## src/xxh_pkg.sv

```systemverilog
// Package for the streaming 64-bit hash block: primes, widths, command struct.
// Used by every module in src; depends on nothing.
package xxh_pkg;
  localparam int unsigned WordW  = 64;
  localparam int unsigned CountW = 4;
  localparam logic [63:0] P1 = 64'h9E3779B185EBCA87;
  localparam logic [63:0] P2 = 64'hC2B2AE3D27D4EB4F;
  localparam logic [63:0] P3 = 64'h165667B19E3779F9;
  localparam logic [63:0] P4 = 64'h85EBCA77C2B2AE63;
  localparam logic [63:0] P5 = 64'h27D4EB2F165667C5;

  // datapath operations; each product step holds until the multiplier is done
  typedef enum logic [3:0] {
    OpNone,
    OpLoad,     // latch input word, open message if needed
    OpRoundA,   // lane acc += w*P2 (lane index in cmd)
    OpRoundB,   // lane = rotl(acc,31)*P1
    OpMergeInit,// h = rotl sum or lanes[2]+P5
    OpMergeA,   // t = rotl(lane*P2,31)
    OpMergeB,   // t = t*P1
    OpMergeC,   // h = (h^t)*P1
    OpAddP4,    // h += P4
    OpAddLen,   // h += total_length
    OpWordA,    // t = rotl(word*P2,31)
    OpWordB,    // t = t*P1
    OpWordC,    // h = rotl(h^t,27)*P1 + P4
    OpTailA,    // t = low part of tail * prime
    OpTailB,    // h = rotl(h^t,r)*prime
    OpAvalA     // avalanche step (sub step in cmd)
  } op_e;

  typedef struct packed {
    op_e        op;
    logic [2:0] sel;
  } dp_cmd_t;

  typedef struct packed {
    logic       is_last;
    logic       short_err;
    logic       mul_done;
    logic       stripe_done;
    logic       long_msg;
    logic [1:0] words_held;
    logic [3:0] tail_n;
  } dp_stat_t;

  function automatic logic [63:0] rotl(input logic [63:0] v, input logic [5:0] r);
    rotl = (v << r) | (v >> (7'd64 - {1'b0, r}));
  endfunction
endpackage

```

## src/xxh_ctrl.sv

```systemverilog
// Controller: sequences stripe rounds, merge, buffered-word and tail folding and avalanche.
// Depends on xxh_pkg; drives xxh_datapath.
module xxh_ctrl import xxh_pkg::*; (
  input  logic     clk_i,
  input  logic     rst_ni,
  input  logic     in_valid_i,
  output logic     in_ready_o,
  output logic     out_valid_o,
  input  logic     out_ready_i,
  output logic     out_err_o,
  input  dp_stat_t stat_i,
  input  logic     stripe_i,
  output dp_cmd_t  cmd_o
);
  localparam logic [3:0] SIdle = 4'd0, SDecide = 4'd1, SRndA = 4'd2, SRndB = 4'd3,
    SMInit = 4'd4, SMA = 4'd5, SMB = 4'd6, SMC = 4'd7, SMP4 = 4'd8, SLen = 4'd9,
    SWA = 4'd10, SWB = 4'd11, SWC = 4'd12, STA = 4'd13, STB = 4'd14, SAval = 4'd15;

  logic [3:0] state_q, state_d;
  logic [2:0] idx_q, idx_d;
  logic       stripe_q, stripe_d;
  logic       ov_q, ov_d, oe_q, oe_d;
  logic       tail4;

  assign tail4 = stat_i.tail_n >= 4'd4;
  assign in_ready_o = (state_q == SIdle);
  assign out_valid_o = ov_q;
  assign out_err_o = oe_q;

  always_comb begin
    state_d = state_q; idx_d = idx_q; stripe_d = stripe_q; ov_d = ov_q; oe_d = oe_q;
    cmd_o.op = OpNone; cmd_o.sel = idx_q;
    if (ov_q && out_ready_i) ov_d = 1'b0;
    case (state_q)
      SIdle: if (in_valid_i && in_ready_o) begin
        cmd_o.op = OpLoad; stripe_d = stripe_i; state_d = SDecide;
      end
      SDecide: begin
        idx_d = 3'd0;
        // hold the error word until the result register is free
        if (stat_i.short_err) begin
          if (!ov_q || out_ready_i) begin
            ov_d = 1'b1; oe_d = 1'b1; state_d = SIdle;
          end
        end
        else if (stripe_q) state_d = SRndA;
        else if (stat_i.is_last) state_d = SMInit;
        else state_d = SIdle;
      end
      SRndA: begin cmd_o.op = OpRoundA; if (stat_i.mul_done) state_d = SRndB; end
      SRndB: begin
        cmd_o.op = OpRoundB;
        if (stat_i.mul_done) begin
          idx_d = idx_q + 3'd1;
          if (idx_q == 3'd3) begin
            idx_d = 3'd0; state_d = stat_i.is_last ? SMInit : SIdle;
          end else state_d = SRndA;
        end
      end
      SMInit: begin
        cmd_o.op = OpMergeInit; idx_d = 3'd0;
        state_d = stat_i.long_msg ? SMA : SLen;
      end
      SMA: begin cmd_o.op = OpMergeA; if (stat_i.mul_done) state_d = SMB; end
      SMB: begin cmd_o.op = OpMergeB; if (stat_i.mul_done) state_d = SMC; end
      SMC: begin cmd_o.op = OpMergeC; if (stat_i.mul_done) state_d = SMP4; end
      SMP4: begin
        cmd_o.op = OpAddP4; idx_d = idx_q + 3'd1;
        state_d = (idx_q == 3'd3) ? SLen : SMA;
      end
      SLen: begin
        cmd_o.op = OpAddLen; idx_d = 3'd0;
        state_d = (stat_i.words_held != 2'd0) ? SWA : STA;
      end
      SWA: begin cmd_o.op = OpWordA; if (stat_i.mul_done) state_d = SWB; end
      SWB: begin cmd_o.op = OpWordB; if (stat_i.mul_done) state_d = SWC; end
      // after WordC take the next buffered word or go on to the tail
      SWC: begin
        cmd_o.op = OpWordC;
        if (stat_i.mul_done) begin
          idx_d = idx_q + 3'd1;
          state_d = (idx_q + 3'd1 == {1'b0, stat_i.words_held}) ? STA : SWA;
        end
      end
      STA: begin
        cmd_o.sel = {2'b00, tail4};
        if (stat_i.tail_n == 4'd0) begin state_d = SAval; idx_d = 3'd1; end
        else begin
          cmd_o.op = OpTailA;
          if (stat_i.mul_done) state_d = STB;
        end
      end
      STB: begin
        cmd_o.op = OpTailB; cmd_o.sel = {2'b00, tail4};
        if (stat_i.mul_done) state_d = STA;
      end
      SAval: begin
        cmd_o.sel = idx_q;
        if (idx_q == 3'd1) begin
          cmd_o.op = OpAvalA;
          if (stat_i.mul_done) idx_d = 3'd0;
        end else if (!ov_q || out_ready_i) begin
          // last step writes the result register, so start it only once that is free
          cmd_o.op = OpAvalA;
          if (stat_i.mul_done) begin ov_d = 1'b1; oe_d = 1'b0; state_d = SIdle; end
        end
      end
      default: state_d = SIdle;
    endcase
  end

  always_ff @(posedge clk_i or negedge rst_ni) begin
    if (!rst_ni) begin
      state_q <= SIdle; idx_q <= '0; stripe_q <= 1'b0; ov_q <= 1'b0; oe_q <= 1'b0;
    end else begin
      state_q <= state_d; idx_q <= idx_d; stripe_q <= stripe_d; ov_q <= ov_d; oe_q <= oe_d;
    end
  end

`ifndef SYNTHESIS
  a_no_accept_busy: assert property (@(posedge clk_i) disable iff (!rst_ni)
    (in_valid_i && in_ready_o) |=> state_q == SDecide) else $error("load not followed");
  a_out_hold: assert property (@(posedge clk_i) disable iff (!rst_ni)
    (out_valid_o && !out_ready_i) |=> out_valid_o) else $error("result dropped");
  a_err_hold: assert property (@(posedge clk_i) disable iff (!rst_ni)
    (out_valid_o && !out_ready_i) |=> $stable(out_err_o)) else $error("result changed");
`endif
endmodule

```

## config.mk

```make
export PLATFORM = sky130hd
export DESIGN_NAME = xxh_ctrl
export DESIGN_NICKNAME = d
export VERILOG_FILES = /design/src/xxh_pkg.sv /design/src/xxh_ctrl.sv
export SDC_FILE = /design/constraint.sdc
export NUM_CORES = 1
export LEC_CHECK = 0
export BUFFER_PORTS_ARGS = -buffer_cell sky130_fd_sc_hd__buf_4
export CORE_ASPECT_RATIO = 1.5
export CORE_MARGIN = 1
export CORE_UTILIZATION = 53
export CTS_BUF_LIST = sky130_fd_sc_hd__clkbuf_16
export DETAILED_ROUTE_END_ITERATION = 7
export PLACE_DENSITY_LB_ADDON = 0.1
export RECOVER_POWER = 50
export SLEW_MARGIN = 20
export SYNTH_ARGS = -nofsm -noshare
export SYNTH_HDL_FRONTEND = slang
export SYNTH_SLANG_ARGS = --single-unit
```

## constraint.sdc

```tcl
create_clock -name clk_i -period 2.1 [get_ports clk_i]
set_clock_uncertainty 0.05 [all_clocks]
set_input_delay 0.42 -clock clk_i [delete_from_list [all_inputs] [get_ports clk_i]]
set_output_delay 0.42 -clock clk_i [all_outputs]
set_load 0.02 [all_outputs]
```

After elaboration in Yosys (flattened, before gate mapping)

Index checks and enable logic that the tools add are counted.

Equal/unequal tests: 37
Reduce and logical (&&, ||, !) cells: 15
$lt $le $gt $ge: 1
Mux-type cells: 51
Add/sub/neg operators: 1

Operators with widths:

| cell                  | count |
|---|---|
| $mux W4               | 23 |
| $pmux W4 S16          | 1 |
| $pmux W4 S15          | 1 |
| $mux W3               | 11 |
| $eq A4 B4 Y1 const B  | 8 |
| $ne A2 B2 Y1 const B  | 16 |
| $pmux W3 S6           | 1 |
| $eq A4 B3 Y1 const B  | 4 |
| $reduce_and A15 Y1    | 1 |
| $mux W1               | 12 |
| $reduce_and A6 Y1     | 2 |
| $eq A4 B2 Y1 const B  | 2 |
| $logic_not A4 Y1      | 2 |
| $ne A3 B3 Y1 const B  | 2 |
| $reduce_bool A6 Y1    | 1 |
| $eq A4 B1 Y1 const B  | 1 |
| $ge A4 B3 Y1 const B  | 1 |
| $pmux W1 S2           | 2 |
| $reduce_bool A2 Y1    | 2 |
| $add A3 B1 Y3 const B | 1 |
| $eq A3 B1 Y1 const B  | 1 |
| $eq A3 B2 Y1          | 1 |
| $eq A3 B2 Y1 const B  | 1 |
| $reduce_or A3 Y1      | 1 |
| 6 further kinds       | 7 |

Input bits: 16
Output and inout port bits: 10
Word-level logic and storage cells: 110
Register bits after elaboration: 10

Logic depth before layout (Yosys ltp)

Gate-level depths: netlist (run 1).

Depth in word-level cells: 6
Mapped depth: 7

Worst setup path before layout (run 1)

Ideal clock, no wire load.

Kind: flip-flop to output port
Start: reg state_q[1]
End: out cmd_o[0] (netlist bit)
Buffers on the path: 2
Setup slack: 0.207 ns
Arrival: 1.423 ns
Stages on the path, launching flop included: 7
Cells stage by stage: dfrtp_1 > buf_6 > clkbuf_1 > nand2_1 > a21oi_1 > nor2_1 > a21oi_1

RTL lines:

| item                     | RTL line        | source |
|---|---|---|
| start: declaration       | xxh_ctrl.sv:19  | `logic [3:0] state_q, state_d;` |
| start signal: assignment | xxh_ctrl.sv:114 | `state_q <= SIdle; idx_q <= '0; stripe_q <= 1'b0; ov_q <= 1'b0; oe_q <= 1'b0;` |
| start signal: assignment | xxh_ctrl.sv:116 | `state_q <= state_d; idx_q <= idx_d; stripe_q <= stripe_d; ov_q <= ov_d; oe_q <= oe_d;` |
| end: declaration         | xxh_ctrl.sv:13  | `output dp_cmd_t cmd_o` |

==> out/qor.txt, run 1 <==
Synth cell types = 48
die height = 58.2 um
Area after DPL = 1340 um2
Synth Flop Type = dfrtp_1
EDFF count, synth = 0
CTS tree = yes
CP Launch Point = idx_q[0]$_DFFE_PN0P_
leakage power = 0.640 nW
post-layout util = 72.5%
Synth-to-Final Area Change = 30.2%
Bufs on Longest Clock Path = 2
status = complete, no violations
Synth area leader = dfrtp_1
die area = 2290 um2
clk_lat worst skew = 0.24 ns
final hold vios = 0
Rows = 20
Tmin final = 2.04 ns
sequential share of the synthesized area = 22.4%
fin area = 1450 um2
post-synthesis xor/xnor area fraction = 3.14%
Worst Hold Class = input pin to register
via count = 1176
Die X = 39.4 um
placed cell count = 184
hpwl dp = 2370 um
first-pass GRT wire length = 4930 um
NumNets Final = 190
H-tree Lvls = 1
most common cell after layout, fill and taps aside = buf_4
Yosys warning count = 0
commonest non-fill, non-tap cells in the layout = 33 x buf_4, 13 x nor2_1, 12 x nand2_1, 9 x inv_1, 8 x nand3_1
Critical Path AT = 1.57 ns
Yosys top cell area share = 22.4%
hold path startpoint = stripe_i
Mapped Cells = 136
post-synthesis compound-gate area fraction = 26.7%
critical setup path kind = register to output pin
post-synth net total = 156
largest family of logic cells by synthesized area = compound AO/OA/AOI/OAI gates
I/O pin cnt = 26
CTS buffer count = 3
CTS clk-pin slew, worst paths = 0.04 ns
Adder-Cell Fraction of Synth Area = 4.49%
GP Congestion = 0.973
kind of end point of the critical path = output pin
slowest stage delay, CP = 0.45 ns
max-slew violation count = 0
ys async rst share = 100%
Initial Util = 55.7%
routed len/inst = 16.3 um
hold_ws = 0.369 ns
mux contribution to synthesized area = 8.42%
slowest stage cell, crit path = dfrtp_1
Detailed Route Iter0 Violations = 54
largest net degree at the start of global routing = 11
Max Freq = 0.490 GHz
RSZ-0062 raised after global routing = true
total core area = 2000 um2
Worst Path Max Fanout = 6
critical path startpoint category = register
remaining antenna violation count = 0
Routed WL = 3110 um
Req. time, crit path = 1.63 ns
clock sink count = 10
Remaining DRCs = 0
vias in the first global route = 1082
antenna cell count = 0
Slew headroom = 57.9%
initial antenna violation count = 0
Non-Filler Instances = 190
crit-path cells = ha_1, nand2b_1, inv_1, o21ai_2, o21ai_0, buf_4
gr ovfl total = 0
average size of a mapped cell = 8.20 um2
vias per inst = 6.19
Post-Synth Simple-Gate Area = 25.9%
worst slew pin tran = 0.632 ns
Tot GR Track Use = 30.6%
Power per Cell Area = 1670 nW/um2
1st-pass router iterations = 4
Area contributors post-synth = dfrtp_1 22%, nor2_1 5.1%, ha_1 4.5%, nand2_1 4.4%, nor4_4 3.8%
max-cap violations = 0
Tcrit/Tclk final = 97.2%
Mapped Area = 1110 um2
maximum vdd drop = 0.810 mV
layout cells sized above 1 = 34.5%
CTS Root Buffer Type = clkbuf_16
port bufs = 24
final setup vio count = 0
r2r startpoint = idx_q[0]$_DFFE_PN0P_
Synth Register Bits = 10
==> layer usage <==
metal  wire [um]  track usage (%)
met2        1710             53.4
met1        1190             37.6
met5           0                0
met3         148             4.60
met4          58             7.39
==> critical path: cells and delay by family (launching register included) <==
family	cells	cell delay (ns)
flip-flops	1	0.45
AND/OR/NAND/NOR	1	0.10
adder cells (fa/ha/maj)	1	0.23
AO/OA/AOI/OAI	2	0.31
buffers and inverters	2	0.24
==> Yosys cell counts, drive strengths merged, types with 2 or more instances <==
master	number
dfrtp	10
o21ai	10
clkbuf	2
ha	4
a21oi	8
xor2	2
nand2	13
nand2b	5
o22ai	3
nor2b	2
mux2i	3
buf	6
nor3	5
nand3	8
nor4	2
inv	10
nor2	15
o211ai	2
a211o	2
o311ai	2
a21boi	2
xnor2	2
mux2	5
==> where the power goes <==
group	leakage, nW	internal [mW]	total (mW)	switching (mW)
Clock	0.0370	0.247	0.335	0.0880
Combinational	0.483	0.742	1.66	0.920
Sequential	0.120	0.292	0.427	0.134
Total	0.640	1.28	2.42	1.14
==> area by class of cell <==
class / instances / area [um2]
Tap cell: 22 / 27.5
Inverter: 10 / 37.5
Multi-Input combinational cell: 108 / 788
Fill cell: 160 / 551
Timing Repair Buffer: 37 / 269
Sequential cell: 10 / 254
Clock buffer: 3 / 75.1
==> flip-flops by register name (all words and copies together) (netlist names) <==
name	flops
stripe_q	1
idx_q	3
out_err_o	1
out_valid_o	1
state_q	4
==> stage by stage <==
stage	setup WS (ns)	TNS [ns]	power [mW]
detailed placement	0.124	0	2.02
global route	-0.0100	-0.0180	2.59
floorplan	0.207	0	1.59
global placement	0.125	0	1.97
finish	0.0589	0	2.42
CTS	0.0433	0	2.38
==> repair_timing <==
action,CTS,global route
endpoints found under the setup margin,5,5
endpoints found under the hold margin,10,0
hold buffers,1,0
setup buffers,0,2
resized for setup,4,6
cloned,0,0
==> worst paths after layout <==
path | end | slack [ns] | depth (start not counted)
setup / recovery | cmd_o[4] | 0.06 | 6
hold / removal | stripe_q$_DFFE_PN0P_ | 0.37 | 2
setup reg to reg | state_q[2]$_DFFE_PN0P_ | 0.11 | 6
hold reg to reg | idx_q[1]$_DFFE_PN0P_ | 0.47 | 1
max in group asynchronous | state_q[0]$_DFFE_PN0P_ | 0.89 | 2
min in group asynchronous | state_q[3]$_DFFE_PN0P_ | 0.66 | 2
==> kinds of logic (layout without fill, tap and decap cells) <==
family          count (synthesis)  after routing
compound gates                 40             40
xor+xnor                        4              4
fa+ha+maj                       4              4
buf+inv                        18             50
flops                          10             10
mux                             8              8
simple gates                   52             52
Note: power is estimated with default switching activity, not from simulation.
==> run 2, diff against run 1 <==
--- a/config.mk
+++ b/config.mk
@@ -8,7 +8,7 @@
 export BUFFER_PORTS_ARGS = -buffer_cell sky130_fd_sc_hd__buf_4
 export CORE_ASPECT_RATIO = 1.5
 export CORE_MARGIN = 1
-export CORE_UTILIZATION = 53
+export CORE_UTILIZATION = 57
 export CTS_BUF_LIST = sky130_fd_sc_hd__clkbuf_16
 export DETAILED_ROUTE_END_ITERATION = 7
 export PLACE_DENSITY_LB_ADDON = 0.1
==> constraint.sdc (replaced) <==
create_clock -name clk_i -period 2.4 [get_ports clk_i]
set_clock_uncertainty 0.05 [all_clocks]
set_input_delay 0.48 -clock clk_i [delete_from_list [all_inputs] [get_ports clk_i]]
set_output_delay 0.48 -clock clk_i [all_outputs]
set_load 0.02 [all_outputs]
==> out/qor.txt, run 2 (same netlist as run 1, synthesis figures left out) <==
Biggest register = state_q
hpwl dp = 2380 um
kind of end point of the critical path = output pin
Max Freq = 0.441 GHz
vias in the first global route = 1128
Initial Util = 60.9%
maximum vdd drop = 0.779 mV
RSZ-0062 raised after global routing = false
port bufs = 24
final setup vio count = 0
first-pass GRT wire length = 5350 um
Synth-to-Final Area Change = 22.4%
final hold vios = 0
antenna cell count = 0
1st-pass router iterations = 6
die area = 2140 um2
GP Congestion = 0.915
remaining antenna violation count = 0
Die X = 38.1 um
Regs by FF count = state_q x4, idx_q x3
H-tree Lvls = 1
max-slew violation count = 0
Detailed Route Iter0 Violations = 74
commonest non-fill, non-tap cells in the layout = 26 x buf_4, 15 x nor2_1, 13 x nand2_1, 10 x dfrtp_1, 9 x inv_1
Total Neg Setup Slack = 0 ns
placed cell count = 178
Bufs on Longest Clock Path = 2
clock sink count = 10
worst slew pin tran = 0.600 ns
Critical Path AT = 1.74 ns
routed len/inst = 17.6 um
setup bufs post-CTS = 0
clk_lat worst skew = 0.23 ns
CTS Root Buffer Type = clkbuf_16
vias per inst = 6.45
Non-Filler Instances = 181
Worst Hold Class = input pin to async pin
Rows = 19
Tmin final = 2.27 ns
Routed WL = 3180 um
Tcrit/Tclk final = 94.5%
critical setup path kind = register to output pin
hold_ws = 0.179 ns
gr ovfl total = 0
most common cell after layout, fill and taps aside = buf_4
CTS tree = yes
total core area = 1830 um2
max reg flops = 4
via count = 1167
layout cells sized above 1 = 27.5%
CTS buffer count = 3
largest net degree at the start of global routing = 18
critical path startpoint category = register
max-cap violations = 0
pre-CTS setup slack = 0.205 ns
Power per Cell Area = 1490 nW/um2
NumNets Final = 182
leakage power = 0.600 nW
Tot GR Track Use = 34.5%
Slew headroom = 60.0%
I/O pin cnt = 26
Remaining DRCs = 0
initial antenna violation count = 0
die height = 56.2 um
status = complete, no violations
Worst Path Max Fanout = 14
Req. time, crit path = 1.87 ns
CTS clk-pin slew, worst paths = 0.04 ns
Final Worst Setup Slack = 0.132 ns
==> run 2: where the power goes <==
group	switching, mW	internal (mW)
registers	0.0653	0.251
clock network	0.0724	0.216
logic	0.838	0.593
total	0.975	1.06
==> run 2: critical path: stages (launching register included) <==
cell and delay, ns:
dfrtp_1 0.38, buf_4 0.19, or2_0 0.39, o221ai_1 0.27, nand3_1 0.10, buf_4 0.17
==> run 2: area by class of cell <==
class	instances	area, um2
clock buffers	3	75.1
fillers	142	465
inverters	10	37.5
multi-input cells	108	769
flip-flops and latches	10	250
well taps	21	26.3
repair buffers	29	206
==> run 2: metal layers <==
metal | vias up | wire length [um] | GRT usage, %
met2 | 57 | 1760 | 57.9
met3 | 10 | 198 | 2.00
met4 | 0 | 82 | 18.4
li1 | 545 | - | -
met1 | 555 | 1140 | 41.5
met5 | - | 0 | 0
==> run 2: path summary, 6_finish.rpt <==
path	startpoint	to	slack, ns	cells past startpoint
setup / recovery	state_q[2]$_DFFE_PN0P_	cmd_o[3]	0.13	5
hold / removal	rst_ni	state_q[3]$_DFFE_PN0P_	0.18	1
setup reg to reg	idx_q[0]$_DFFE_PN0P_	state_q[2]$_DFFE_PN0P_	0.35	6
hold reg to reg	idx_q[1]$_DFFE_PN0P_	idx_q[1]$_DFFE_PN0P_	0.49	1
max in group asynchronous	rst_ni	idx_q[1]$_DFFE_PN0P_	1.73	1
min in group clk_i	stripe_i	stripe_q$_DFFE_PN0P_	0.43	2
==> run 2: stage by stage <==
step / instance area [um2] / power, mW / utilization (%)
floorplan: 1110 / 1.39 / -
global placement: 1300 / 1.68 / 70.9
detailed placement: 1300 / 1.73 / 70.9
CTS: 1370 / 2.04 / 75.0
global route: 1370 / 2.17 / 74.6
finish: 1370 / 2.04 / 74.6
==> run 2: timing repair <==
| action | CTS | global route |
|---|---|---|
| endpoints found under the setup margin | 1 | 1 |
| pin swaps | 0 | 0 |
| resized for setup | 1 | 1 |
| hold buffers | 0 | 0 |
